$ cat src/design/ccr_ram.sv
// ----------------------------------------------------------------------------
// ccr_ram
// Simple dual-port RAM: one write port, one read port with registered data.
// ----------------------------------------------------------------------------
`default_nettype none

module ccr_ram #(
    parameter  int WIDTH = 8,
    parameter  int DEPTH = 16,
    localparam int AW    = (DEPTH > 1) ? $clog2(DEPTH) : 1
) (
    input  wire logic             aclk,
    input  wire logic             we,
    input  wire logic [AW-1:0]    waddr,
    input  wire logic [WIDTH-1:0] wdata,
    input  wire logic             re,
    input  wire logic [AW-1:0]    raddr,
    output logic      [WIDTH-1:0] rdata
);

    logic [WIDTH-1:0] mem [DEPTH];

    always_ff @(posedge aclk) begin
        if (we) begin
            mem[waddr] <= wdata;
        end
        if (re) begin
            rdata <= mem[raddr];
        end
    end

endmodule

`default_nettype wire

$ cat config.mk
export PLATFORM = sky130hd
export DESIGN_NAME = ccr_ram
export DESIGN_NICKNAME = d
export VERILOG_FILES = /design/src/design/ccr_ram.sv
export SDC_FILE = /design/constraint.sdc
export NUM_CORES = 1
export LEC_CHECK = 0
export CAP_MARGIN = 5
export CORE_ASPECT_RATIO = 1.75
export CORE_MARGIN = 2
export CORE_UTILIZATION = 60
export DETAILED_ROUTE_END_ITERATION = 8
export DONT_BUFFER_PORTS = 1
export GPL_TIMING_DRIVEN = 0
export PLACE_DENSITY = 0.86
export SKIP_LAST_GASP = 1
export SLEW_MARGIN = 10
export SYNTH_ARGS = -nofsm -noshare
export SYNTH_HDL_FRONTEND = slang
export SYNTH_SLANG_ARGS = --single-unit
$ cat constraint.sdc
create_clock -name aclk -period 2.5 [get_ports aclk]
set_input_delay 0.25 -clock aclk [delete_from_list [all_inputs] [get_ports aclk]]
set_output_delay 0.25 -clock aclk [all_outputs]
set_load 0.02 [all_outputs]
# Yosys cells after proc, flatten, opt, wreduce, memory -nomap -nowiden
# Memories as Yosys holds them, arrays and structs flattened. A register that Yosys moved wholly into a read port is not among the register bits.
# Cells that the tools add are included.
[totals]
ff_bits = 0
latchBits = 0
mem_bits_rw = 128
rom_bits = 0
output_inout_bits = 8
wordCells = 3
mem_count = 1
[op_classes]
addsub = 0
multipliers = 0
div = 0
order_cmp = 0
eq_ne = 0
n_shift = 0
muxes = 2
n_bitwise = 0
reduce_logical = 0
[memory_table]
columns = ["name", "depth", "word_bits", "read_ports", "rd_clocked_by_memory_dff", "write_ports", "line", "text"]
rows = [
  ["mem", 16, 8, 1, 1, 1, "21", "logic [WIDTH-1:0] mem [DEPTH];"],
]
[op_table]
columns = ["cell", "count"]
rows = [
  ["two-way mux 1 bit", 2],
]

# Longest topological paths before layout
[logic_depth]
ltp_word = 2
depth_mapped = 5

# Least setup slack after synthesis
# Ideal clock, no wire load.
[synth_timing]
path_kind = "input port to flip-flop"
from = "input port waddr[2]"
to = "memory mem[0][0], enable pin"
setup_time_ns = 0.383
t_arrival_ns = 1.360
required_ns = 2.117
setup_slack_ns = 0.757
path_stages = 2
path_buffers = 0
cell_sequence = "or3b_2 > nor3_1"
[synth_rtl]
columns = ["item", "line", "text"]
rows = [
  ["from (decl)", "14", "input wire logic [AW-1:0] waddr,"],
  ["to (decl)", "21", ""],
]
# Straight into the memory's write port.

==> summary.md <==
| Metric | Value |
|---|---|
| Parity-gate share of the synthesized area counting xor and xnor cells | `0%` |
| Netlist Area Pre-Place | `about 5200 µm²` |
| Critical Path End Type | `flop` |
| Synthesized-area fraction occupied by adder cells | `0%` |
| Number of gates resized after CTS | `0` |
| Num Clock Sinks | `136` |
| Total inserted antenna cells | `0` |
| Die height | `127 µm` |
| Count of maximum capacitance violations | `0` |
| Routability congestion estimate from global placement | `between 0.8 and 0.9` |
| Ys async rst share | `0%` |
| Largest net degree at the start of global routing | `17` |
| Tot Pwr | `0.00501 W` |
| Number of buffers added by the clock tree synthesis step | `17` |
| Area Growth Syn to Fin | `14.8%` |
| DR vias/cell | `between 6 and 7` |
| Synthesized instance count | `approximately 230` |
| Final Routed Wirelength | `roughly 10000 µm` |
| Number of global-route vias before repair | `2518` |
| Clock skew after layout | `around 6.2 ps` |
| Mean cell area of the mapped netlist | `22.8 µm²` |
| Pwr Density | `about 830 nW/µm²` |
| Sequential cell area fraction in the yosys report | `78.1%` |
| First DRT Iteration DRCs | `~240` |
| Synthesized-area fraction occupied by ao, oa, aoi and oai cells | `between 2 and 2.5%` |
| Average detailed-routed wire length per instance | `26.0 µm` |
| Data required time at the worst endpoint | `roughly 2700 ps` |
| Final cycle utilization of the critical path | `about three fifths` |
| Count leader, synth | `edfxtp_1` |
| Proportion of layout cells with a drive suffix above 1 | `about a fifth` |
| Yosys warnings | `0` |
| Clock input transition at the sequential cells of the worst setup and hold paths | `roughly 60 ps` |
| Peak VDD IR | `between 700 and 800 µV` |
| Mux contribution to synthesized area | `around 15%` |
| Leakage power of the design | `a little under 2 nW` |
| TritonCTS clock tree | `built` |
| Time the final worst path needs with I/O delays and setup | `1550 ps` |
| Overall overflow remaining after global route | `0` |
| Transition time at the pin with the least slew margin | `1200 ps` |
| Number of nets with antenna violations after detailed routing | `0` |
| Detailed placement HPWL | `~6100 µm` |
| Hold WS | `between 100 and 150 ps` |
| Worst hold-check path type | `primary input to flop` |
| Number of enable flip-flop cells after synthesis | `~140` |
| First-pass GRT wire length | `~15000 µm` |
| Total count of hold-check failures in the final report | `0` |
| Initial standard-cell utilization of the core | `approximately three fifths` |
| CTS Hold Buffers Added | `9` |
| Arrival time at the worst endpoint | `1700 ps` |
| Final-report setup violation count | `0` |
| Total via count in the routed design | `2399` |
| Cell count after placement | `346` |
| Reg2Reg Setup Slack | `~950 ps` |
| Crit-path max FO | `1` |
| Synthesized-area fraction occupied by and/or/nand/nor cells | `3.14%` |
| Number of distinct library cells after synthesis | `18` |
| Buffers on Ports | `0` |
| Overall die area | `between 9000 and 10000 µm²` |
| Cell types occupying the most area after synthesis | `edfxtp_1 78%, mux4_2 7.8%, mux4_1 7.0%` |
| Core area | `8560 µm²` |
| All-Layer GR Usage | `between 20% and 30%` |
| CTS root buf | `clkbuf_16` |
| Post-Place Worst Slack | `~380 ps` |
| Number of ports placed on the die boundary | `27` |
| Final Slew Violations | `0` |
| Post-layout nets | `between 200 and 300` |
| Cell type contributing the most total cell area after synthesis | `edfxtp_1` |
| Post-Route Setup TNS | `0 ps` |
| Buffer count from post-CTS setup fixing | `0` |
| Slowest stage cell, crit path | `mux4_1` |
| Critical path type | `flop to flop` |
| Post-synth top flop | `edfxtp_1` |
| DRC errors left | `0` |
| Worst setup SP type | `flop` |
| Largest stage delay on the critical path | `a little under 600 ps` |
| Post-Syn Nets | `between 200 and 250` |
| Worst max-slew margin expressed relative to the limit | `about a fifth` |
| PnR worst setup slack | `around 950 ps` |
| Combinational family with the most area after synthesis | `multiplexers` |
| Clock latency reported for the late side of the worst-skew pair | `between 400 and 500 ps` |
| Upper clock frequency limit | `646 MHz` |
| Post-synthesis register bit count | `136` |
| Top cells by instance count after synthesis | `136 x edfxtp_1, 18 x mux4_2, 16 x a22oi_1, 14 x mux4_1, 13 x nor2_1` |
| Post-route non-filler standard cell count | `a little under 400` |
| Run status | `complete, no violations` |
| Site Rows | `45` |
| Area share of the largest cell type after synthesis | `between 70% and 80%` |
| Width of the die | `roughly 75 µm` |
| Antenna violations before repair | `0` |
| FILL cells | `around 530` |
| Cell-by-cell trace of the critical path | `mux4_1 > a22oi_1 > nand2_1` |
| Number of iterations in the first detailed-routing pass | `6` |
| Unrepaired setup endpoints after global routing | `false` |
| Max H-tree Level | `4` |
| Clk buf depth | `2` |
==> sequential cells by signal (all words and copies together), names as in the netlist <==
signal	cells
mem	128
rdata	8
==> critical path, delay by kind of cell, from the launching register on <==
family           cells  cell delay (ps)
multiplexers         1              580
AO/OA/AOI/OAI        1              260
AND/OR/NAND/NOR      1               90
flip-flops           1              370
==> kinds of logic after synthesis <==
logic type / Yosys count
AND/OR/NAND/NOR: 35
flip-flops: 136
multiplexers: 32
buffers and inverters: 10
AO/OA/AOI/OAI: 16
==> metrics by stage <==
step                      util [%]  cell area (µm²)
final                         70.1             6000
after global routing          70.1             6000
after CTS                     70.0             5990
after detailed placement      62.8             5370
after global placement        62.8             5370
after floorplan                  -             5230
==> power breakdown <==
group	leakage [nW]	switching [W]	total [W]	internal, W
clock network	0.257	0.000846	0.00219	0.00134
registers	1.24	0.0000281	0.00260	0.00257
logic	0.459	0.000126	0.000219	0.0000924
total	1.95	0.00100	0.00501	0.00401
==> layout make-up <==
| type | instances | area, µm² | area share (%) |
|---|---|---|---|
| multi-input combinational | 83 | 1070 | 17.9 |
| sequential | 136 | 4080 | 68.0 |
| tap | 117 | 146 | 2.44 |
| clock buffer | 21 | 440 | 7.34 |
| buffer | 10 | 86.3 | 1.44 |
| clock inverter | 11 | 82.6 | 1.38 |
| timing repair buffer | 9 | 90.1 | 1.50 |
==> per-layer routing <==
layer,share of wire [%],global-route usage (%),vias up
li1,-,-,1043
met2,54,37.8,116
met4,2.2,10.5,0
met3,6.5,8.28,16
met5,0,0,-
met1,37,30.5,1224
==> path summary, 6_finish.rpt <==
kind	startpoint	end	cells past startpoint
setup reg to reg	mem[1][3]	rdata[3]	3
hold reg to reg	mem[12][3]	rdata[3]	3
hold / removal	waddr[0]	mem[8][6]	1
setup / recovery	mem[1][3]	rdata[3]	3
==> placed cells by master (no fill, tap or decap), types with 4 or more instances in the layout <==
| cell | count |
|---|---|
| clkbuf_1 | 4 |
| a22oi_1 | 16 |
| clkbuf_16 | 17 |
| nand2_1 | 9 |
| mux4_2 | 18 |
| mux4_1 | 14 |
| dlygate4sd3_1 | 9 |
| edfxtp_1 | 136 |
| clkinv_2 | 5 |
| nor2_1 | 13 |
No activity file was read; power rests on OpenSTA's default activity.
