==> config.mk <==
export PLATFORM = sky130hd
export DESIGN_NAME = ccr_fetch
export DESIGN_NICKNAME = d
export VERILOG_FILES = /design/src/design/ccr_pkg.sv /design/src/design/ccr_fetch.sv
export SDC_FILE = /design/constraint.sdc
export NUM_CORES = 1
export LEC_CHECK = 0
export ABC_AREA = 1
export BUFFER_PORTS_ARGS = -buffer_cell sky130_fd_sc_hd__clkbuf_2
export CORE_ASPECT_RATIO = 0.6
export CORE_UTILIZATION = 32
export DETAILED_ROUTE_END_ITERATION = 16
export GPL_TIMING_DRIVEN = 0
export MAX_ROUTING_LAYER = met4
export PLACE_DENSITY_LB_ADDON = 0.12
export SLEW_MARGIN = 20
export SYNTH_ARGS = -nofsm -noshare
export SYNTH_HDL_FRONTEND = slang
export SYNTH_SLANG_ARGS = --single-unit
==> constraint.sdc <==
create_clock -name aclk -period 1.8 [get_ports aclk]
set_input_delay 0.09 -clock aclk [delete_from_list [all_inputs] [get_ports aclk]]
set_output_delay 0.09 -clock aclk [all_outputs]
set_load 0.03 [all_outputs]
==> src/design/ccr_pkg.sv <==
// ----------------------------------------------------------------------------
// ccr_pkg
// Types, codes and constants shared by the channel chunk reassembler.
// ----------------------------------------------------------------------------
`default_nettype none

package ccr_pkg;

    localparam int CHANNELS_DEF = 4;
    localparam int MAX_MSG_DEF  = 1024 * 4;
    localparam int HDR_BYTES    = 8;
    localparam int SIZE_W       = 13;
    localparam int BYTE_W       = 8;

    localparam logic [SIZE_W-1:0] LIMIT_RESET = SIZE_W'(4096);

    typedef enum logic [1:0] {
        KIND_VERDICT = 2'd0,
        KIND_BYTE    = 2'd1,
        KIND_NONE    = 2'd2
    } kind_t;

    typedef enum logic [2:0] {
        V_OK         = 3'd0,
        V_BAD_CHAN   = 3'd1,
        V_SHORT_HDR  = 3'd2,
        V_OVER_LIMIT = 3'd3,
        V_NO_PAYLOAD = 3'd4,
        V_TOO_LONG   = 3'd5
    } verdict_t;

    typedef enum logic [3:0] {
        PH_CHAN = 4'b0001,
        PH_HDR  = 4'b0010,
        PH_PAY  = 4'b0100,
        PH_SKIP = 4'b1000
    } phase_t;

    typedef struct packed {
        logic [SIZE_W-1:0] len;
        logic [SIZE_W-1:0] rem;
    } tbl_word_t;

    typedef struct packed {
        logic              hdr_ok;
        logic              msg_done;
        logic [BYTE_W-1:0] chan;
    } chunk_evt_t;

    typedef struct packed {
        logic              valid;
        verdict_t          verdict;
        logic [BYTE_W-1:0] chan;
        logic              done;
    } verdict_res_t;

endpackage

`default_nettype wire

==> src/design/ccr_fetch.sv <==
// ----------------------------------------------------------------------------
// ccr_fetch
// Fetch control: complete-message flags, read pointer and store read address.
// The last-byte flag comes back with the store data and is applied in the
// cycle after the read.
// ----------------------------------------------------------------------------
`default_nettype none

module ccr_fetch
    import ccr_pkg::*;
#(
    parameter  int CHANNELS = CHANNELS_DEF,
    parameter  int MAX_MSG  = MAX_MSG_DEF,
    localparam int CH_W     = (CHANNELS > 1) ? $clog2(CHANNELS) : 1,
    localparam int ADDR_W   = $clog2(CHANNELS * MAX_MSG)
) (
    input  wire logic              aclk,
    input  wire logic              aresetn,
    input  wire logic              fetch_valid,
    input  wire chunk_evt_t        evt,
    input  wire logic              rd_last,
    output logic                   st_re,
    output logic [ADDR_W-1:0]      st_raddr,
    output logic                   hit,
    output logic [BYTE_W-1:0]      hit_chan
);

    logic [CHANNELS-1:0] complete_reg, complete_next;
    logic [SIZE_W-1:0]   rp_reg, rp_next;
    logic                pend_reg, pend_next;
    logic [CH_W-1:0]     pend_chan_reg, pend_chan_next;

    logic [CHANNELS-1:0] eff_complete;
    logic [SIZE_W-1:0]   eff_rp;
    logic [CH_W-1:0]     idx;
    logic [CH_W-1:0]     evt_idx;
    logic                freed;

    assign freed    = pend_reg && rd_last;
    assign eff_rp   = freed ? '0 : rp_reg;
    assign evt_idx  = evt.chan[CH_W-1:0];
    assign hit_chan = BYTE_W'(idx);
    assign st_raddr = ADDR_W'(idx) * ADDR_W'(MAX_MSG) + ADDR_W'(eff_rp);

    always_comb begin
        eff_complete = complete_reg;
        if (freed) begin
            eff_complete[pend_chan_reg] = 1'b0;
        end
        hit = 1'b0;
        idx = '0;
        for (int i = CHANNELS - 1; i >= 0; i--) begin
            if (eff_complete[i]) begin
                hit = 1'b1;
                idx = CH_W'(i);
            end
        end
    end

    always_comb begin
        complete_next  = eff_complete;
        rp_next        = eff_rp;
        pend_next      = 1'b0;
        pend_chan_next = pend_chan_reg;
        st_re          = 1'b0;
        if (fetch_valid && hit) begin
            st_re          = 1'b1;
            rp_next        = eff_rp + SIZE_W'(1);
            pend_next      = 1'b1;
            pend_chan_next = idx;
        end
        if (evt.hdr_ok) begin
            complete_next[evt_idx] = 1'b0;
            rp_next                = '0;
        end
        if (evt.msg_done) begin
            complete_next[evt_idx] = 1'b1;
            rp_next                = '0;
        end
    end

    always_ff @(posedge aclk) begin
        if (!aresetn) begin
            complete_reg  <= '0;
            rp_reg        <= '0;
            pend_reg      <= 1'b0;
            pend_chan_reg <= '0;
        end else begin
            complete_reg  <= complete_next;
            rp_reg        <= rp_next;
            pend_reg      <= pend_next;
            pend_chan_reg <= pend_chan_next;
        end
    end

endmodule

`default_nettype wire

; Word level (Yosys, flattened, before mapping)
; Index checks and enable logic that the tools add are counted.
[op_classes]
n_bitwise = 6
add_sub_neg = 2
order_cmp = 4
n_mux = 18
n_reduce_logical = 5
[ops]
columns = cell, count
row1 = 13-bit 2-to-1 mux, 2
row2 = 14-bit by 13-bit adder with 14-bit output, 1
row3 = "13-bit by 1-bit adder with 13-bit output, second input constant", 1
row4 = 4-bit 2-to-1 mux, 3
row5 = 4-bit bitwise AND, 2
row6 = 2-bit 2-to-1 mux, 4
row7 = 4-bit inverter, 2
row8 = 1-bit 2-to-1 mux, 7
row9 = "2-bit by 3-bit less-than comparator with 1-bit output, second input constant", 2
row10 = 1-bit demux with 2-bit select, 2
row11 = "2-bit by 1-bit >= comparator with 1-bit output, second input constant", 2
row12 = 1-bit logical AND, 4
row13 = 4-bit bitwise OR, 1
row14 = 3-bit OR reduction, 1
row15 = 1-bit inverter, 1
[word_totals]
word_cells = 39
register_bits = 20
output_inout_bits = 24

; Longest topological paths before layout
[depth]
ltp_word = 13
ltp_mapped = 11
depth_no_buf = 11

; Worst setup path before layout
; Ideal clock, no wire load.
[synth_path]
path_type = register -> output
startpoint = reg pend_reg
endpoint = out st_raddr[13]
setup_slack_ns = -0.359
n_path_buf = 0
arrival_ns = 2.069
path_stages_with_launch = 7
cell_sequence = dfxtp_1 -> nand2_4 -> o21ai_2 -> inv_1 -> a21oi_1 -> ha_1 -> xor2_1
[synth_via]
elab_chain_cells = 7
elab_cells_between_ends = 8
classes_between = add/sub: 1 / mux: 6 / reduce/logical: 1
[synth_rtl]
columns = item, line_no
row1 = from (decl), ccr_fetch.sv:30  ; logic pend_reg, pend_next;
row2 = from (signal assigned), ccr_fetch.sv:91  ; pend_reg <= pend_next;
row3 = 1-bit logical AND *, ccr_fetch.sv:39  ; assign freed = pend_reg && rd_last;
row4 = 4-bit 2-to-1 mux *, ccr_fetch.sv:47  ; if (freed) begin
row5 = 2-bit 2-to-1 mux (3 in series), ccr_fetch.sv:53  ; if (eff_complete[i]) begin
row6 = 2-bit 2-to-1 mux *, ccr_fetch.sv:53
row7 = net hit_chan[0], ccr_fetch.sv:25  ; output logic [BYTE_W-1:0] hit_chan
row8 = 14-bit by 13-bit adder with 14-bit output *, ccr_fetch.sv:43  ; assign st_raddr = ADDR_W'(idx) * ADDR_W'(MAX_MSG) + ADDR_W'(eff_rp);
row9 = to (decl), ccr_fetch.sv:23  ; output logic [ADDR_W-1:0] st_raddr,
; Mark *: on every way through the listed nets, which the timed path passes. The rest lies on a longest branch.

; Worst setup path in the final report
[layout_path]
startpoint = reg pend_chan_reg[1]
endpoint = out st_raddr[13]
[layout_via]
elab_chain_cells = 12
elab_cells_between_ends = 13
classes_between = add/sub: 1 / order compare: 2 / mux: 7 / bitwise: 2 / reduce/logical: 1
[layout_rtl]
columns = item, line_no
row1 = from (decl), ccr_fetch.sv:31  ; logic [CH_W-1:0] pend_chan_reg, pend_chan_next;
row2 = from (signal assigned), ccr_fetch.sv:92  ; pend_chan_reg <= pend_chan_next;
row3 = 2-bit by 3-bit less-than comparator with 1-bit output (implied by the code) or 2-bit by 1-bit >= comparator with 1-bit output (tied branches), ccr_fetch.sv:48  ; eff_complete[pend_chan_reg] = 1'b0;
row4 = 1-bit logical AND (implied by the code), ccr_fetch.sv:48
row5 = 1-bit 2-to-1 mux (implied by the code), ccr_fetch.sv:48
row6 = 1-bit demux with 2-bit select *, ccr_fetch.sv:48
row7 = 4-bit inverter (no line) *, n/a
row8 = 4-bit bitwise AND (no line) *, n/a
row9 = 4-bit 2-to-1 mux *, ccr_fetch.sv:47
row10 = 2-bit 2-to-1 mux (3 in series), ccr_fetch.sv:53
row11 = 2-bit 2-to-1 mux *, ccr_fetch.sv:53
row12 = 14-bit by 13-bit adder with 14-bit output *, ccr_fetch.sv:43
; Mark *: on every way between the ends. The rest lies on a longest branch, timed or not.

==> flow_summary_export.csv <==
group,metric,value,unit
run_status,outcome,"finished clean",
timing,holdWs,0.0510,ns
critical_path,cp-start-kind,"flop",
global_routing,grt_overflow,0,
finish,nets,260,
timing,slew_viol_final,0,
finish,finish.utilization,45.8,%
floorplanning,fp.coreArea,0.00385,mm^2
detailed_routing,drc_errors,0,
timing,max_freq,572,MHz
global_routing,grt_pass1_wl,5600,um
floorplanning,num_rows,17,
clock_tree,clkLatencyLatePin,0.26,ns
timing,finalCritPeriodShare,97.2,%
logic_synthesis,ys_types,26,
pwr,power_leakage,0.811,nW
placed_design,hpwl,2660,um
clock_tree,root_buffer,"clkbuf_8",
floorplanning,start_util,35.2,%
logic_synthesis,synth.avg_cell_area,6.64,um^2
timing,setup_viol,0,
floorplanning,die_w,86.0,um
critical_path,cpMaxStageDelayCell,"dfxtp_2",
logic_synthesis,yosysWarnings,0,
clock_tree,cts_htree_levels,1,
logic_synthesis,syn_inst,204,
detailed_routing,first_iter_violations,89,
placed_design,place.gp.congestion,0.792,
critical_path,path_delay_family,"compound AO/OA/AOI/OAI gates",
placed_design,port_buffers,25,
global_routing,grt_pass1_vias,1145,
placed_design,dp_cells,291,
clock_tree,max-clock-path-buffers,2,
timing,rsz0062_at_grt,"yes",
critical_path,cp_max_fo,4,
critical_path,endpoint_kind,"output pin",
pwr,p_per_area,566,mW/mm^2
pwr,finalPower,0.998,mW
critical_path,crit_chain,"inv_2 -> nand2_2 -> o21ai_4 -> a21oi_4 -> ha_2 -> xor2_1 -> buf_4",
global_routing,antenna_found_initial,0,
timing,relSlewSlack,61.3,%
floorplanning,dieArea,0.00450,mm^2
pwr,max-vdd-ir-drop,0.247,mV
detailed_routing,wl,3470,um
finish,area_growth,30.2,%
global_routing,grt_max_degree,11,
clock_tree,cts-buffers-inserted,3,
global_routing,track_usage,17.0,%
finish,diodes,0,
clock_tree,cts_num_sinks,20,
finish,drive_above_1_share,31.0,%
clock_tree,hold_buffers,0,
detailed_routing,post_drt_wl_per_cell,11.6,um
critical_path,cp_num_buf_inv,2,
timing,tightest_slew,0.580,ns
logic_synthesis,ys_ff_latch,20,
logic_synthesis,synth.cell_area,0.00135,mm^2
detailed_routing,firstDrtPassIters,4,
detailed_routing,via_per_inst,4.41,
detailed_routing,via_count,1319,
finish,largest_register_ffs,13,
run,cap_violations,0,
critical_path,critical_path_arrival,1.66,ns
clock_tree,cts_tree,"yes",
timing,finalSetupTns,0,ns
floorplanning,fp.dieH,52.4,um
detailed_routing,drtAntennaViolNets,0,
critical_path,critPathKind,"reg -> out",
timing,fin_crit,1.75,ns
critical_path,crit_required,1.71,ns
finish,stdcell_count,299,
clock_tree,path_clk_slew,0.08,ns
critical_path,slowest_delay,0.34,ns
min_path,min_path_type,"in -> reg",
logic_synthesis,ys_seq_area_share,29.6,%
timing,fin_skew,0.00389,ns
floorplanning,ios,38,
timing,finalHoldViolCount,0,
## power breakdown
group          internal (mW)  switching, mW  leakage (nW)
Clock                  0.149          0.151        0.0216
Sequential             0.452        0.00995         0.164
Combinational         0.0847          0.151         0.626
Total                  0.686          0.312         0.811
## synth_stat cells (all sizes together)
master	count	area, um^2
nand2	63	264
inv	26	97.6
nor2	24	105
dfxtp	20	400
nand3	18	90.1
a21oi	17	85.1
buf	10	83.8
xor2	7	61.3
o21ai	6	56.3
nand4	5	46.3
a31o	2	17.5
ha	2	25.0
clkbuf	1	3.75
conb	1	3.75
nor3	1	5.00
xnor2	1	8.76
## worst reg2reg max path, cell delays in order, from the launching register on
cell and delay (ns):
dfxtp_4 0.36, nand2_8 0.10, inv_4 0.05, nor2_2 0.21
ha_4 0.20, nand2_1 0.09, nor2_4 0.19, nand2_1 0.08
xor2_1 0.13, nand2_1 0.07, a21oi_1 0.14
## cell usage in the layout (no fill, tap or decap), types with 2 or more instances in the layout
cell      synthesis  final
nor2_2            3      2
buf_6             3      4
inv_2             1      4
xor2_1            7      7
nor2_1           20     18
nand3_1          18     18
dfxtp_1          20     17
clkbuf_2          0     22
o21ai_4           2      3
buf_4             6     13
nand2_2           2      5
nand2_1          58     54
a21oi_1          17     16
inv_1            25     21
nand2_4           3      3
nor2_4            1      4
conb_1            1      6
nand4_1           4      4
clkbuf_8          0      3
o21ai_0           3      3
a31o_2            2      2
dfxtp_4           0      2
## path summary, 6_finish.rpt
path / cells after the start / from / slack (ns) / end
max: 7 / pend_chan_reg[1] / 0.05 / st_raddr[13]
min: 3 / aresetn / 0.05 / pend_chan_reg[0]
max reg2reg: 10 / pend_reg / 0.11 / rp_reg[6]
min reg2reg: 2 / pend_chan_reg[1] / 0.49 / pend_chan_reg[1]
## layer usage
| metal | GRT usage (%) | vias up | share of wire [%] |
|---|---|---|---|
| li1 | - | 710 | - |
| met3 | 3.46 | 2 | 5.5 |
| met5 | - | - | 0 |
| met1 | 26.4 | 575 | 58 |
| met2 | 22.0 | 32 | 36 |
| met4 | 2.50 | 0 | 0.35 |
## layout make-up
type	instances	area [um^2]
well taps	57	71.3
fillers	411	2090
repair buffers	30	186
inverters	26	100
flip-flops and latches	20	409
plain buffers	11	90.1
clock buffers	3	41.3
multi-input cells	152	865
## kinds of logic after synthesis
family	after synthesis	synth area share [%]
AO/OA/AOI/OAI	25	11.7
flip-flops	20	29.6
adder cells (fa/ha/maj)	2	1.85
XOR/XNOR	8	5.18
other	1	0.277
AND/OR/NAND/NOR	111	37.7
buffers and inverters	37	13.7
## per-stage QoR
stage	instance area, um^2	setup slack, ns
6_report	1760	0.0503
5_1_grt	1760	-0.0604
4_1_cts	1660	-0.0263
3_5_place_dp	1580	-0.0466
3_3_place_gp	1580	-0.0506
2_1_floorplan	1380	-0.129
## what timing repair did
item | in CTS | in global routing
resized for setup | 9 | 26
pin swaps | 3 | 6
buffers inserted | 2 | 3
endpoints found under the setup margin | 4 | 7
Note: power is estimated with default switching activity, not from simulation.
