## src/design/ccr_pkg.sv

```systemverilog
// ----------------------------------------------------------------------------
// ccr_pkg
// Types, codes and constants shared by the channel chunk reassembler.
// ----------------------------------------------------------------------------
`default_nettype none

package ccr_pkg;

    localparam int CHANNELS_DEF = 4;
    localparam int MAX_MSG_DEF  = 1024 * 4;
    localparam int HDR_BYTES    = 8;
    localparam int SIZE_W       = 13;
    localparam int BYTE_W       = 8;

    localparam logic [SIZE_W-1:0] LIMIT_RESET = SIZE_W'(4096);

    typedef enum logic [1:0] {
        KIND_VERDICT = 2'd0,
        KIND_BYTE    = 2'd1,
        KIND_NONE    = 2'd2
    } kind_t;

    typedef enum logic [2:0] {
        V_OK         = 3'd0,
        V_BAD_CHAN   = 3'd1,
        V_SHORT_HDR  = 3'd2,
        V_OVER_LIMIT = 3'd3,
        V_NO_PAYLOAD = 3'd4,
        V_TOO_LONG   = 3'd5
    } verdict_t;

    typedef enum logic [3:0] {
        PH_CHAN = 4'b0001,
        PH_HDR  = 4'b0010,
        PH_PAY  = 4'b0100,
        PH_SKIP = 4'b1000
    } phase_t;

    typedef struct packed {
        logic [SIZE_W-1:0] len;
        logic [SIZE_W-1:0] rem;
    } tbl_word_t;

    typedef struct packed {
        logic              hdr_ok;
        logic              msg_done;
        logic [BYTE_W-1:0] chan;
    } chunk_evt_t;

    typedef struct packed {
        logic              valid;
        verdict_t          verdict;
        logic [BYTE_W-1:0] chan;
        logic              done;
    } verdict_res_t;

endpackage

`default_nettype wire

```

## src/design/ccr_ram.sv

```systemverilog
// ----------------------------------------------------------------------------
// ccr_ram
// Simple dual-port RAM: one write port, one read port with registered data.
// ----------------------------------------------------------------------------
`default_nettype none

module ccr_ram #(
    parameter  int WIDTH = 8,
    parameter  int DEPTH = 16,
    localparam int AW    = (DEPTH > 1) ? $clog2(DEPTH) : 1
) (
    input  wire logic             aclk,
    input  wire logic             we,
    input  wire logic [AW-1:0]    waddr,
    input  wire logic [WIDTH-1:0] wdata,
    input  wire logic             re,
    input  wire logic [AW-1:0]    raddr,
    output logic      [WIDTH-1:0] rdata
);

    logic [WIDTH-1:0] mem [DEPTH];

    always_ff @(posedge aclk) begin
        if (we) begin
            mem[waddr] <= wdata;
        end
        if (re) begin
            rdata <= mem[raddr];
        end
    end

endmodule

`default_nettype wire

```

## src/design/ccr_chunk.sv

```systemverilog
// ----------------------------------------------------------------------------
// ccr_chunk
// Chunk parser: channel byte, size header, payload writes and verdicts.
// Per-channel length and remaining count live in a small channel table RAM.
// ----------------------------------------------------------------------------
`default_nettype none

module ccr_chunk
    import ccr_pkg::*;
#(
    parameter  int CHANNELS = CHANNELS_DEF,
    parameter  int MAX_MSG  = MAX_MSG_DEF,
    localparam int CH_W     = (CHANNELS > 1) ? $clog2(CHANNELS) : 1,
    localparam int ADDR_W   = $clog2(CHANNELS * MAX_MSG)
) (
    input  wire logic              aclk,
    input  wire logic              aresetn,
    input  wire logic              item_valid,
    input  wire logic [BYTE_W-1:0] in_byte,
    input  wire logic              in_last,
    input  wire logic [SIZE_W-1:0] size_limit,
    output chunk_evt_t             evt,
    output verdict_res_t           vres,
    output logic                   st_we,
    output logic [ADDR_W-1:0]      st_waddr,
    output logic [BYTE_W:0]        st_wdata
);

    localparam int TBL_W = $bits(tbl_word_t);

    phase_t              phase_reg, phase_next;
    logic [BYTE_W-1:0]   cur_chan_reg, cur_chan_next;
    logic [SIZE_W-1:0]   cnt_reg, cnt_next;
    verdict_t            err_reg, err_next;
    logic [SIZE_W-1:0]   hdr_size_reg, hdr_size_next;
    logic                hdr_over_reg, hdr_over_next;
    logic [CHANNELS-1:0] busy_reg, busy_next;
    tbl_word_t           wk_reg, wk_next;
    logic                load_pend_reg, load_pend_next;

    logic                tbl_we, tbl_re;
    logic [CH_W-1:0]     tbl_waddr, tbl_raddr;
    logic [TBL_W-1:0]    tbl_wdata, tbl_rdata;

    logic [CH_W-1:0]     chan_idx, byte_idx;
    logic                byte_ok;
    tbl_word_t           cur;
    logic [SIZE_W-1:0]   pay_off, new_rem;
    verdict_t            vcode;
    logic                done_now;

    ccr_ram #(
        .WIDTH (TBL_W),
        .DEPTH (CHANNELS)
    ) u_tbl (
        .aclk  (aclk),
        .we    (tbl_we),
        .waddr (tbl_waddr),
        .wdata (tbl_wdata),
        .re    (tbl_re),
        .raddr (tbl_raddr),
        .rdata (tbl_rdata)
    );

    assign chan_idx  = cur_chan_reg[CH_W-1:0];
    assign byte_idx  = in_byte[CH_W-1:0];
    assign byte_ok   = {1'b0, in_byte} < (BYTE_W + 1)'(CHANNELS);
    assign cur       = load_pend_reg ? tbl_word_t'(tbl_rdata) : wk_reg;
    assign pay_off   = cur.len - cur.rem + cnt_reg;
    assign new_rem   = cur.rem - (cnt_reg + SIZE_W'(1));
    assign tbl_raddr = byte_idx;
    assign tbl_waddr = chan_idx;
    assign st_waddr  = ADDR_W'(chan_idx) * ADDR_W'(MAX_MSG) + ADDR_W'(pay_off);
    assign st_wdata  = {(pay_off + SIZE_W'(1)) == cur.len, in_byte};

    always_comb begin
        phase_next     = phase_reg;
        cur_chan_next  = cur_chan_reg;
        cnt_next       = cnt_reg;
        err_next       = err_reg;
        hdr_size_next  = hdr_size_reg;
        hdr_over_next  = hdr_over_reg;
        busy_next      = busy_reg;
        wk_next        = cur;
        load_pend_next = 1'b0;
        tbl_we         = 1'b0;
        tbl_re         = 1'b0;
        tbl_wdata      = cur;
        st_we          = 1'b0;
        evt            = '0;
        evt.chan       = cur_chan_reg;
        vres           = '0;
        vcode          = V_OK;
        done_now       = 1'b0;

        if (item_valid) begin
            unique case (phase_reg)
                PH_CHAN: begin
                    cur_chan_next = in_byte;
                    cnt_next      = '0;
                    hdr_size_next = '0;
                    hdr_over_next = 1'b0;
                    if (!byte_ok) begin
                        err_next   = V_BAD_CHAN;
                        phase_next = PH_SKIP;
                        vcode      = V_BAD_CHAN;
                    end else if (!busy_reg[byte_idx]) begin
                        phase_next = PH_HDR;
                        vcode      = V_SHORT_HDR;
                    end else begin
                        phase_next     = PH_PAY;
                        tbl_re         = 1'b1;
                        load_pend_next = 1'b1;
                        vcode          = V_NO_PAYLOAD;
                    end
                end
                PH_HDR: begin
                    cnt_next = cnt_reg + SIZE_W'(1);
                    vcode    = V_SHORT_HDR;
                    if (cnt_reg == '0) begin
                        hdr_size_next[7:0] = in_byte;
                    end else if (cnt_reg == SIZE_W'(1)) begin
                        hdr_size_next[SIZE_W-1:8] = in_byte[SIZE_W-9:0];
                        hdr_over_next = hdr_over_reg | (|in_byte[BYTE_W-1:SIZE_W-8]);
                    end else begin
                        hdr_over_next = hdr_over_reg | (|in_byte);
                    end
                    if (cnt_reg == SIZE_W'(HDR_BYTES - 1)) begin
                        if (hdr_over_next || hdr_size_next > size_limit ||
                            32'(hdr_size_next) > 32'(MAX_MSG)) begin
                            err_next   = V_OVER_LIMIT;
                            phase_next = PH_SKIP;
                            vcode      = V_OVER_LIMIT;
                        end else begin
                            tbl_we              = 1'b1;
                            tbl_wdata           = {hdr_size_next, hdr_size_next};
                            wk_next.len         = hdr_size_next;
                            wk_next.rem         = hdr_size_next;
                            busy_next[chan_idx] = hdr_size_next != '0;
                            evt.hdr_ok          = 1'b1;
                            cnt_next            = '0;
                            phase_next          = PH_PAY;
                            vcode               = V_NO_PAYLOAD;
                        end
                    end
                end
                PH_PAY: begin
                    if (cnt_reg >= cur.rem) begin
                        err_next   = V_TOO_LONG;
                        phase_next = PH_SKIP;
                        vcode      = V_TOO_LONG;
                    end else begin
                        st_we    = 1'b1;
                        cnt_next = cnt_reg + SIZE_W'(1);
                        if (in_last) begin
                            tbl_we              = 1'b1;
                            tbl_wdata           = {cur.len, new_rem};
                            busy_next[chan_idx] = new_rem != '0;
                            done_now            = new_rem == '0;
                            evt.msg_done        = done_now;
                        end
                    end
                end
                PH_SKIP: begin
                    vcode = err_reg;
                end
                default: begin
                    phase_next = PH_CHAN;
                end
            endcase

            if (in_last) begin
                vres.valid    = 1'b1;
                vres.verdict  = vcode;
                vres.chan     = cur_chan_next;
                vres.done     = done_now;
                phase_next    = PH_CHAN;
                cnt_next      = '0;
                err_next      = V_OK;
                hdr_size_next = '0;
                hdr_over_next = 1'b0;
            end
        end
    end

    always_ff @(posedge aclk) begin
        if (!aresetn) begin
            phase_reg     <= PH_CHAN;
            cur_chan_reg  <= '0;
            cnt_reg       <= '0;
            err_reg       <= V_OK;
            hdr_size_reg  <= '0;
            hdr_over_reg  <= 1'b0;
            busy_reg      <= '0;
            load_pend_reg <= 1'b0;
        end else begin
            phase_reg     <= phase_next;
            cur_chan_reg  <= cur_chan_next;
            cnt_reg       <= cnt_next;
            err_reg       <= err_next;
            hdr_size_reg  <= hdr_size_next;
            hdr_over_reg  <= hdr_over_next;
            busy_reg      <= busy_next;
            load_pend_reg <= load_pend_next;
        end
    end

    always_ff @(posedge aclk) begin
        wk_reg <= wk_next;
    end

endmodule

`default_nettype wire

```

## config.mk

```make
export PLATFORM = sky130hd
export DESIGN_NAME = ccr_chunk
export DESIGN_NICKNAME = d
export VERILOG_FILES = /design/src/design/ccr_pkg.sv /design/src/design/ccr_ram.sv /design/src/design/ccr_chunk.sv
export SDC_FILE = /design/constraint.sdc
export NUM_CORES = 1
export LEC_CHECK = 0
export ABC_AREA = 1
export BUFFER_PORTS_ARGS = -buffer_cell sky130_fd_sc_hd__buf_4
export CAP_MARGIN = 20
export CORE_UTILIZATION = 67
export CTS_CLUSTER_DIAMETER = 40
export DETAILED_ROUTE_END_ITERATION = 8
export PLACE_DENSITY = 0.87
export REMOVE_ABC_BUFFERS = 1
export SYNTH_ARGS = -nofsm -noshare
export SYNTH_HDL_FRONTEND = slang
export SYNTH_SLANG_ARGS = --single-unit
```

## constraint.sdc

```tcl
create_clock -name aclk -period 8.1 [get_ports aclk]
set_input_delay 0 -clock aclk [delete_from_list [all_inputs] [get_ports aclk]]
set_output_delay 0 -clock aclk [all_outputs]
set_load 0.02 [all_outputs]
```

* Yosys cells after proc, flatten, opt, wreduce, memory -nomap -nowiden *
Memory sizes are Yosys's and may differ from the RTL's. A register that Yosys moved wholly into a read port is not among the register bits.
Cells that the tools add are included.

operators by class
  add/subtract/negate cells = 6
  multipliers = 0
  div/mod/pow operators = 0
  $lt $le $gt $ge = 7
  eq/ne operators = 17
  shift-type cells = 0
  muxes and demuxes = 84
  bitwise operators = 2
  reductions and logical operators = 17

operator list
  operator                                                                 count
  26-bit two-way mux                                                       6
  13-bit two-way mux                                                       9
  26-bit one-hot mux with 2 select lines                                   1
  13-bit one-hot mux with 3 select lines                                   1
  4-bit two-way mux                                                        9
  3-bit two-way mux                                                        11
  8-bit two-way mux                                                        4
  1-bit two-way mux                                                        27
  13-bit by 1-bit adder with 13-bit output (second input constant)         2
  13-bit logical NOT                                                       2
  13-bit one-hot mux with 2 select lines                                   1
  13-bit nonzero test                                                      2
  13-bit subtractor                                                        2
  5-bit two-way mux                                                        4
  4-bit one-hot mux with 4 select lines                                    1
  3-bit != test (second input constant)                                    5
  14-bit by 13-bit adder with 14-bit output                                1
  13-bit adder                                                             1
  13-bit by 1-bit equality test with 1-bit output (second input constant)  1
  13-bit equality test                                                     1
  13-bit by 3-bit equality test with 1-bit output (second input constant)  1
  13-bit greater-or-equal comparator                                       1
  13-bit greater-than comparator                                           1
  13-bit greater-than comparator (second input constant)                   1
  other kinds (28)                                                         38

word-level totals
  flip-flop bits (word level) = 73
  latch bits = 0
  RAM bits = 104
  ROM bits = 0
  output and inout port bits = 47
  word-level logic and storage cells = 144
  memories = 1

memories
  name       words  bits a word  read ports  clocked after Yosys merged registers in  write ports  RTL line       text
  u_tbl.mem  4      26           1           1                                        1            ccr_ram.sv:21  logic [WIDTH-1:0] mem [DEPTH];

* Depth between registers and ports, before layout *
Gate-level depths: netlist of run 1.

  word-level depth = 14
  mapped depth = 30
  gate-level depth less buffers = 26

* Hierarchy *
A second synthesis of run 1 with hierarchy kept.

second synthesis, totals
  cells, all modules = 1611
  area total of the unflattened synthesis = 12395.6 um2

modules (own cells, without submodules)
  module     times used  cells an instance  area an instance (um2)  sequential area each (um2)
  ccr_chunk  1           1170               7168.1                  1461.4
  ccr_ram    1           441                5227.5                  3903.7

* Worst setup path before layout of run 1 *
Ideal clock, no wire load.

  path type = register -> output
  from = reg load_pend_reg
  to = out st_wdata[8]
  arrival time = 4.338 ns
  data required time = 8.100 ns
  slack = 3.762 ns
  cell stages (with the launch flop) = 21
  cell sequence = dfxtp_1 > buf_2 > buf_1 > buf_1 > o21ai_0 > inv_1 > fa_1 > fa_1 > xnor2_1 > nand2_1 > nor2_1 > nand2_1 > nor2_1 > nand2_1 > o21ai_0 > nand2_1 > nand2_1 > nand4_1 > nor2_1 > nand4_1 > nor2_1

between the ends
  cells in the longest elaborated chain, start to end = 5

ends and longest elaborated chain
  item                                      RTL line          text
  start, declared                           ccr_chunk.sv:39   logic load_pend_reg, load_pend_next;
  start signal, assigned                    ccr_chunk.sv:204  load_pend_reg <= load_pend_next;
  26-bit two-way mux *                      ccr_chunk.sv:68   assign cur = load_pend_reg ? tbl_word_t'(tbl_rdata) : wk_reg;
  13-bit subtractor                         ccr_chunk.sv:69   assign pay_off = cur.len - cur.rem + cnt_reg;
  13-bit adder                              ccr_chunk.sv:69
  13-bit by 1-bit adder with 13-bit output  ccr_chunk.sv:74   assign st_wdata = {(pay_off + SIZE_W'(1)) == cur.len, in_byte};
  13-bit equality test *                    ccr_chunk.sv:74
  end, declared                             ccr_chunk.sv:26   output logic [BYTE_W:0] st_wdata

Mark *: on every way between the ends. The rest lies on a longest branch, timed or not.

* Worst setup path in the final report of run 1 *
  from = reg load_pend_reg
  to = out st_waddr[13]

between the ends
  cells in the longest elaborated chain, start to end = 4

ends and longest elaborated chain
  item                                       RTL line         text
  26-bit two-way mux                         ccr_chunk.sv:68
  13-bit subtractor                          ccr_chunk.sv:69
  13-bit adder                               ccr_chunk.sv:69
  14-bit by 13-bit adder with 14-bit output  ccr_chunk.sv:73  assign st_waddr = ADDR_W'(chan_idx) * ADDR_W'(MAX_MSG) + ADDR_W'(pay_off);
  end, declared                              ccr_chunk.sv:25  output logic [ADDR_W-1:0] st_waddr,

No other way between the ends.

==> flow_summary.toml, run 1 <==
[synthesis]
syn-cell-area_sq_mm = 0.0119
synth_flop_cell = "edfxtp_1"
ys_ff_latch = 203
synth_edf_count = 130
synthArstFlopShare_pct = 0
ys_types = 53
yosysWarnings = 0
ys_seq_area_share_pct = 45.0
synthCells = 1461
synth_area_per_cell_sq_um = 8.16

[clocking]
cts.clk_slew.worst_paths_ns = 0.06
clk_latency_ns = 0.54
clock_sink_count = 203
cts_inserted_buffers = 27
cts-resized-gates = 0
clockBufferDepth = 3
h-tree-depth = 1
cts_tree = "yes"
cts-root-buf = "clkbuf_16"

[setup_path]
crit_required_ns = 8.10
worstPathArrival_ns = 6.24
reg2reg_depth = 14
r2r_slack_ns = 2.92
worstSetupPathType = "register to output pin"
crit_path_start_kind = "register"
crit_fanout = 27
r2r_end = "u_tbl.mem[0][0]$_DFFE_PP_"
end_kind = "output pin"
r2r_start = "load_pend_reg$_SDFF_PN0_"

[worst_hold_path]
hp-start = "in_byte[0]"
min_to = "u_tbl.rdata[20]$_DFFE_PP_"
min_path_cells = 3
hold_class = "input port to register"

[layout]
n_antenna_cell = 0
final_common_cell = "nand2_1"
most-common-layout-cells = "289 x nand2_1, 170 x inv_1, 157 x nor2_1"
largest_reg_flops = 104
final_layout_size_suffix_gt1_share_pct = 12.3
final_nets = 1621
syn_to_final_growth_pct = 13.8

[floorplanning]
die_w_um = 135
placeableCoreArea_sq_mm = 0.0174
ioPinCount = 72
rows = 48
die_h_um = 135
initial_core_util_pct = 68.7
die-area_sq_mm = 0.0183

[route]
firstDrtPassIters = 5
wl_met1_um = 12500
top_layer_used = "met4"
drt_wl_total_um = 33300
ant_nets = 0
vias = 10860
vias_per_cell = 6.12
route.met3.wl_um = 3460
wl_per_cell_um = 18.8
drt_iter0_markers = 1181
wl_met2_um = 15700
drc = 0

[timing]
max_freq_ghz = 0.160
clock_skew_ns = 0.0248
rsz0062_at_grt = "no"
slew_viol_final = 0
fin_setup_tns_ns = 0
worstMarginPinSlew_ns = 1.06
fin_crit_ns = 6.24
setup_viol = 0
relSlewSlack_pct = 29.0
hold_slack_ns = 0.0417
hold_viol = 0
fin_crit_sh_pct = 77.1

[power]
p_total_mw = 2.77
pwr_density_cell_mw_per_mm2 = 204
leakagePower_nw = 5.75
vdd_ir_drop_max_uv = 208

[grt]
gr-total-overflow = 0
antenna_found_initial = 0
grt_pass1_wl_um = 52200
grt_max_degree = 56
grt_pass1_vias = 10288
track_usage_pct = 37.1

[placement]
gp_congestion = 0.990
place.port_buffers = 71
dp_hpwl_um = 22800

[outcome]
status = "complete, no violations"

[job]
maxCapViolCount = 0
## cell families (layout without fill, tap and decap cells)
| group | Yosys count | in the layout | synth area share (%) |
|---|---|---|---|
| mux | 6 | 6 | 0.504 |
| fa+ha+maj | 67 | 67 | 7.85 |
| buf+inv | 234 | 323 | 7.88 |
| compound gates | 295 | 295 | 13.8 |
| xor+xnor | 24 | 24 | 1.76 |
| flops | 203 | 203 | 45.0 |
| simple gates | 632 | 632 | 23.3 |
## routing by layer
metal | vias up | GRT usage, %
met1 | 5004 | 45.7
met2 | 642 | 62.1
met3 | 134 | 6.88
li1 | 5080 | -
met5 | - | 0
met4 | 0 | 19.4
## cells in the mapped netlist, types with 4 or more instances
cell      number  area share (%)
nand2_1      289             9.1
inv_1        170             5.4
nor2_1       158             5.0
o21ai_0      144             6.0
edfxtp_1     130              33
nand3_1       87             3.7
a21oi_1       76             3.2
dfxtp_1       73              12
ha_1          54             5.7
clkbuf_1      38             1.2
o22ai_1       27             1.4
nand4_1       26             1.4
xor2_1        21             1.5
or2_2         18            0.94
nor3_1        16            0.67
fa_1          13             2.2
o211ai_1      12            0.76
nand2_2        9            0.47
buf_4          8            0.50
a211oi_1       6            0.38
mux2i_1        6            0.50
nand3b_1       6            0.38
buf_2          5            0.21
nor2_2         5            0.26
o21ai_2        5            0.37
buf_1          4            0.13
o21a_1         4            0.25
o21ai_1        4            0.17
o21bai_1       4            0.25
## repair_timing
action,in CTS,in global routing
setup buffers,0,0
hold buffers,8,0
endpoints found under the setup margin,0,0
endpoints found under the hold margin,17,0
## report_power, final
group / switching, mW / internal, mW
clock: 0.486 / 0.684
sequential: 0.0122 / 1.11
combinational: 0.315 / 0.160
total: 0.814 / 1.95
## cell type report
class,count,area (sq um)
clock buffer,33,718
timing repair buffer,97,746
inverter,176,663
clock inverter,17,173
multi-input combinational,1024,5620
sequential,203,5370
fill,1183,3790
tap,225,282
## worst max-delay path by stage
stage | start | to | slack, ns
3_5_place_dp | load_pend_reg$_SDFF_PN0_ | st_waddr[13] | 2.61
6_report | load_pend_reg$_SDFF_PN0_ | st_waddr[13] | 1.86
3_3_place_gp | load_pend_reg$_SDFF_PN0_ | st_waddr[13] | 2.74
5_1_grt | load_pend_reg$_SDFF_PN0_ | st_waddr[13] | 1.51
4_1_cts | load_pend_reg$_SDFF_PN0_ | st_waddr[13] | 1.98
2_1_floorplan | load_pend_reg$_SDFF_PN0_ | st_wdata[8] | 3.47
## metrics by stage
stage                     cell area (sq um)  utilization [%]  instances  worst slack [ns]
after floorplan                       11600                -       1403              3.47
after global placement                12600             72.6       1716              2.74
after detailed placement              12600             72.6       1717              2.61
after CTS                             13600             78.2       1775              1.98
after global routing                  13600             78.2       1775              1.51
final                                 13600             78.2       1775              1.86
## worst max-delay path, cell delays in order (launching register included)
cell and delay [ns]:
dfxtp_1 1.00, inv_1 0.52, or2_2 0.42, o21ai_0 0.25, inv_1 0.25, fa_1 0.57, fa_1 0.51, inv_1 0.10
nand3_1 0.09, nand2_1 0.11, nand2_1 0.05, nand2_1 0.07, nand2_1 0.07, a21oi_1 0.19, a21oi_1 0.09, nor2_1 0.11
nor2_1 0.06, xor2_1 0.42, xnor2_1 0.25, ha_1 0.22, xor2_1 0.16, buf_4 0.17
(Power assumes the default switching activity.)
==> run 2: changes to the inputs <==
Settings changed: ABC_AREA 1 to 0, CORE_UTILIZATION 67 to 56, PLACE_DENSITY 0.87 to 0.77.
Clock period 8.1 ns to 5.7 ns, I/O delays scaled along.
==> run 2 against run 1 <==
  * Global-route usage shrank 8.5 points
  * Critical endpoint is now st_wdata[8]
  * Setup slack lost 1.5 ns
  * First-iteration DRC count shrank 27%
==> flow_summary.toml, run 2 <==
[layout]
final_nets = 1226
most-common-layout-cells = "130 x edfxtp_1, 99 x buf_4, 88 x nand2_1"
final_common_cell = "edfxtp_1"
n_antenna_cell = 0
largest_reg_flops = 104
final_layout_size_suffix_gt1_share_pct = 18.0
syn_to_final_growth_pct = 17.0
num-fill-cells = 1396

[clocking]
h-tree-depth = 1
cts.clk_slew.worst_paths_ns = 0.07
cts_inserted_buffers = 25
clockBufferDepth = 3
clock_sink_count = 203
cts-root-buf = "clkbuf_16"
post_cts_buffers = 0
clk_latency_ns = 0.54
cts_tree = "yes"

[timing]
hold_viol = 0
relSlewSlack_pct = 33.9
fin_crit_ns = 5.37
fin_crit_sh_pct = 94.2
setup_viol = 0
max_freq_ghz = 0.186
rsz0062_at_grt = "no"
slew_viol_final = 0
clock_skew_ns = 0.0178
worstMarginPinSlew_ns = 0.978
worst_slack_ns = 0.333

[setup_path]
crit_path_start_kind = "register"
crit_required_ns = 5.70
worstPathArrival_ns = 5.37
worstSetupPathType = "register to output pin"
crit_fanout = 17
end_kind = "output pin"

[placement]
place.port_buffers = 71
gp_congestion = 0.893
place_ws_ns = 0.785
dp_hpwl_um = 21000

[grt]
grt_pass1_wl_um = 46600
track_usage_pct = 28.5
grt_pass1_vias = 8500
antenna_found_initial = 0
grt_max_degree = 44
gr-total-overflow = 0

[power]
vdd_ir_drop_max_uv = 279
leakagePower_nw = 5.18
p_total_mw = 3.55
pwr_density_cell_mw_per_mm2 = 265

[synthesis]
yosys.area.top_type = "edfxtp_1"
ys_types = 85
ys_ff_latch = 203
yosys-top-cells-area = "edfxtp_1 34%, dfxtp_1 13%, ha_1 5.9%"
synthCells = 1038
synth_common_cells = "130 x edfxtp_1, 88 x nand2_1, 84 x inv_1"
yosys.area.top_type_share_pct = 34.1
synth_edf_count = 130
synthArstFlopShare_pct = 0
synth-compound-area-share_pct = 13.3
synth-simple-area-share_pct = 12.9
syn-cell-area_sq_mm = 0.0114
ys_seq_area_share_pct = 46.9
synth_xor_area_share_pct = 3.88
synth_fa_ha_area_share_pct = 8.27
synth_most_common_cell = "edfxtp_1"
synth_top_family_by_area = "compound AO/OA/AOI/OAI gates"
synth_flop_cell = "edfxtp_1"
synth_area_per_cell_sq_um = 11.0
synthMuxAreaShare_pct = 9.66
yosysWarnings = 0

[outcome]
status = "complete, no violations"

[route]
firstDrtPassIters = 6
drt_iter0_markers = 860
drc = 0
vias_per_cell = 6.17
vias = 8751
ant_nets = 0
wl_per_cell_um = 21.2
drt_wl_total_um = 30000

[job]
maxCapViolCount = 0

[floorplanning]
placeableCoreArea_sq_mm = 0.0197
ioPinCount = 72
initial_core_util_pct = 58.0
rows = 51
die_h_um = 145
die-area_sq_mm = 0.0210
die_w_um = 145

[worst_hold_path]
hold_class = "input port to register"
[run 2: cell types whose count changed after synthesis, sizes merged, moves of 27 or more]
cell   delta
nand2   -210
xnor2    +30
inv      -89
nand3    -66
o21ai   -115
mux4     +27
mux2i    +39
nor2    -110
[run 2: per-layer routing]
layer	global-route usage, %	wire length, um	up-vias	share of wire, %
li1	-	-	4011	-
met1	39.1	12600	4250	42
met2	45.7	13900	410	46
met3	4.84	2490	80	8.3
met4	10.3	1040	0	3.5
met5	0	0	-	0
[run 2: timing repair]
item                                   in CTS  in global routing
resized for setup                           0                  0
endpoints found under the hold margin      41                  0
hold buffers                               20                  0
[run 2: power by group]
| group | total (mW) | internal (mW) | switching, mW |
|---|---|---|---|
| registers | 1.57 | 1.55 | 0.0110 |
| logic | 0.287 | 0.119 | 0.168 |
| clock network | 1.70 | 1.02 | 0.679 |
| total | 3.55 | 2.69 | 0.857 |
[run 2: stage by stage]
step | instances | setup TNS, ns | util [%] | area, sq um | hold slack, ns
final | 1418 | 0 | 67.8 | 13400 | 0.0142
after global routing | 1418 | 0 | 67.8 | 13400 | 0.0496
after CTS | 1416 | 0 | 67.8 | 13400 | 0.0155
after detailed placement | 1350 | 0 | 62.2 | 12300 | 0.274
after global placement | 1350 | 0 | 62.2 | 12300 | 0.273
after floorplan | 987 | -0.713 | - | 11200 | 0
[run 2: area by class of cell]
type                    instances  area, sq um  area share (%)
repair buffers                120          948            7.09
well taps                     265          332            2.48
multi-input cells             699         5510            41.2
inverters                      85          319            2.38
clock inverters                20          275            2.06
flip-flops and latches        203         5370            40.1
clock buffers                  26          629            4.70
[run 2: final timing paths]
kind                                                from                           end  slack, ns  cells after the start
worst max-delay path            load_pend_reg$_SDFF_PN0_                   st_wdata[8]       0.33                     15
worst min-delay path                          in_byte[1]  cur_chan_reg[1]$_SDFFE_PN0P_       0.01                      3
worst max register to register   cnt_reg[7]$_SDFFE_PN0P_    u_tbl.mem[0][18]$_DFFE_PP_       0.63                     16
worst min register to register  busy_reg[0]$_SDFFE_PN0P_      busy_reg[0]$_SDFFE_PN0P_       0.48                      2
[run 2: kinds of logic after synthesis]
family | after synthesis
AO/OA/AOI/OAI | 225
adder cells (fa/ha/maj) | 68
AND/OR/NAND/NOR | 282
buffers and inverters | 136
multiplexers | 75
flip-flops | 203
XOR/XNOR | 49
[run 2: critical path: stages (launching register included)]
cell and delay, ns:
dfxtp_1 0.31, buf_4 0.30, mux2i_1 0.62, fa_1 0.52, inv_1 0.06, ha_1 0.27
and3_1 0.22, a221oi_1 0.46, o21bai_2 0.12, xor2_2 0.30, nand4_1 0.22, or4_1 0.57
o211ai_1 0.19, nand3_1 0.11, a2111oi_2 0.33, buf_4 0.20
==> run 3: changes to the inputs <==
--- a/config.mk
+++ b/config.mk
@@ -10,6 +10,6 @@
 export CAP_MARGIN = 20
-export CORE_UTILIZATION = 56
+export CORE_UTILIZATION = 66
 export CTS_CLUSTER_DIAMETER = 40
 export DETAILED_ROUTE_END_ITERATION = 8
-export PLACE_DENSITY = 0.77
+export PLACE_DENSITY = 0.85
 export REMOVE_ABC_BUFFERS = 1
==> constraint.sdc (replaced) <==
create_clock -name aclk -period 6.94 [get_ports aclk]
set_input_delay 0.347 -clock aclk [delete_from_list [all_inputs] [get_ports aclk]]
set_output_delay 0.347 -clock aclk [all_outputs]
set_load 0.02 [all_outputs]
==> run 3 against run 2 <==
  * Final cell count fell by 5.6%
  * Setup slack improved by 0.57 ns
  * Total power down 20%
  * Die area decreased by 15%
  * Clock power shrank 22%
  * Register-to-register slack improved by 0.73 ns
  * Clock-buffer cell count rose by 2
==> flow_summary.toml, run 3 (synthesis results as in run 2) <==
[outcome]
status = "complete, no violations"

[clocking]
clockBufferDepth = 3
post_cts_buffers = 0
cts_tree = "yes"
clock_sink_count = 203
h-tree-depth = 1
cts_inserted_buffers = 25
cts-resized-gates = 0
clk_latency_ns = 0.54
cts.clk_slew.worst_paths_ns = 0.06
hold_buffers = 0
cts-root-buf = "clkbuf_16"

[setup_path]
crit_required_ns = 6.59
end_kind = "output pin"
r2r_slack_ns = 1.36
r2r_start = "cnt_reg[12]$_SDFFE_PN0P_"
setup.worst_path.start = "load_pend_reg$_SDFF_PN0_"
reg2reg_depth = 15
crit_path_start_kind = "register"
slowest_stage = "xnor2_1"
worstPathArrival_ns = 5.69
cp_slowest_stage_delay_ns = 0.69
r2r_end = "u_tbl.mem[1][0]$_DFFE_PP_"
crit_fanout = 23
worstSetupPathType = "register to output pin"
crit_chain = "buf_4 > mux2i_1 > inv_1 > ha_1 > inv_1 > ha_1 > inv_1 > fa_1 > and2b_1 > o221ai_1 > a31o_2 > o311a_1 > nand2b_1 > a21oi_1 > xnor2_1 > xor2_1 > ha_1 > xor2_1 > buf_4"

[route]
drt_wl_total_um = 29700
drt_iter0_markers = 996
vias = 8760
firstDrtPassIters = 5
drc = 0
ant_nets = 0
vias_per_cell = 6.55
wl_per_cell_um = 22.2

[worst_hold_path]
hold_class = "input port to register"
min_to = "cur_chan_reg[4]$_SDFFE_PN0P_"
hp-start = "in_byte[4]"
min_path_cells = 3

[timing]
fin_crit_ns = 6.04
clock_skew_ns = 0.0153
worstMarginPinSlew_ns = 0.946
worst_slack_ns = 0.902
fin_setup_tns_ns = 0
hold_viol = 0
setup_viol = 0
max_freq_ghz = 0.166
relSlewSlack_pct = 35.1
rsz0062_at_grt = "no"
slew_viol_final = 0
fin_crit_sh_pct = 87.0

[power]
vdd_ir_drop_max_uv = 251
leakagePower_nw = 4.98
pwr_density_cell_mw_per_mm2 = 219

[placement]
dp_hpwl_um = 20400
place.port_buffers = 71
place_ws_ns = 1.60
gp_congestion = 0.941

[layout]
final_common_cell = "edfxtp_1"
final_layout_size_suffix_gt1_share_pct = 17.4
n_antenna_cell = 0
final_nets = 1191
most-common-layout-cells = "130 x edfxtp_1, 88 x nand2_1, 85 x buf_4"
syn_to_final_growth_pct = 13.4
largest_reg_flops = 104

[floorplanning]
initial_core_util_pct = 68.2
die_w_um = 134
die_h_um = 134
die-area_sq_mm = 0.0179
placeableCoreArea_sq_mm = 0.0168
ioPinCount = 72
rows = 47

[job]
maxCapViolCount = 0

[grt]
gr-total-overflow = 0
track_usage_pct = 34.2
grt_max_degree = 56
grt_pass1_wl_um = 46500
grt_pass1_vias = 8649
antenna_found_initial = 0
==> run 3: cell count changes in the layout (fill, tap and decap cells not counted), moves of 2 or more <==
cell,before,now
bufinv_16,4,2
buf_4,99,85
clkinv_1,3,1
clkinvlp_4,1,4
clkbuf_8,0,2
dlygate4sd3_1,20,0
clkinv_8,3,1
==> run 3: where the power goes <==
part | total, mW | switching (mW) | leakage, nW | internal (mW)
registers | 1.29 | 0.00927 | 1.85 | 1.28
logic | 0.225 | 0.136 | 2.72 | 0.0888
clock network | 1.32 | 0.545 | 0.413 | 0.778
total | 2.83 | 0.691 | 4.98 | 2.14
==> run 3: worst max path at each step <==
stage                              end  cells after the start
after floorplan            st_wdata[8]                     13
after detailed placement   st_wdata[8]                     16
final                     st_waddr[13]                     19
after CTS                 st_waddr[13]                     19
after global placement    st_waddr[13]                     19
after global routing       st_wdata[8]                     16
==> run 3: final cells by class <==
| cell class | instances | area [sq um] |
|---|---|---|
| multi-input cells | 699 | 5510 |
| flip-flops and latches | 203 | 5370 |
| fillers | 1048 | 3790 |
| clock buffers | 28 | 657 |
| repair buffers | 85 | 638 |
| inverters | 85 | 319 |
| well taps | 220 | 275 |
| clock inverters | 18 | 203 |
==> run 3: critical path: cells and delay by family, from the launching register on <==
| family | cells | cell delay [ns] |
|---|---|---|
| AOI/OAI and AO/OA | 4 | 0.89 |
| xor gates and xnor gates | 3 | 1.08 |
| adders and majority gates | 4 | 1.13 |
| buffers and inverters | 5 | 0.92 |
| DFF | 1 | 0.42 |
| muxes | 1 | 0.37 |
| and+or+nand+nor | 2 | 0.32 |
==> run 3: stage by stage <==
step / area (sq um) / std cells / hold WS [ns] / util (%) / total power [mW]
finish: 13000 / 1338 / 0.146 / 77.4 / 2.83
global route: 13000 / 1338 / 0.147 / 77.4 / 2.91
CTS: 13000 / 1338 / 0.137 / 77.4 / 2.84
detailed placement: 12100 / 1292 / 0.475 / 72.2 / 1.53
global placement: 12100 / 1292 / 0.461 / 72.2 / 1.52
floorplan: 11200 / 987 / 0.409 / - / 1.44
==> run 3: layer usage <==
| metal | up-vias | GRT usage [%] | routed length, um |
|---|---|---|---|
| met5 | - | 0 | 0 |
| met4 | 0 | 13.7 | 1100 |
| met3 | 109 | 6.96 | 2910 |
| met2 | 503 | 55.6 | 14100 |
| met1 | 4199 | 45.2 | 11600 |
| li1 | 3949 | - | - |
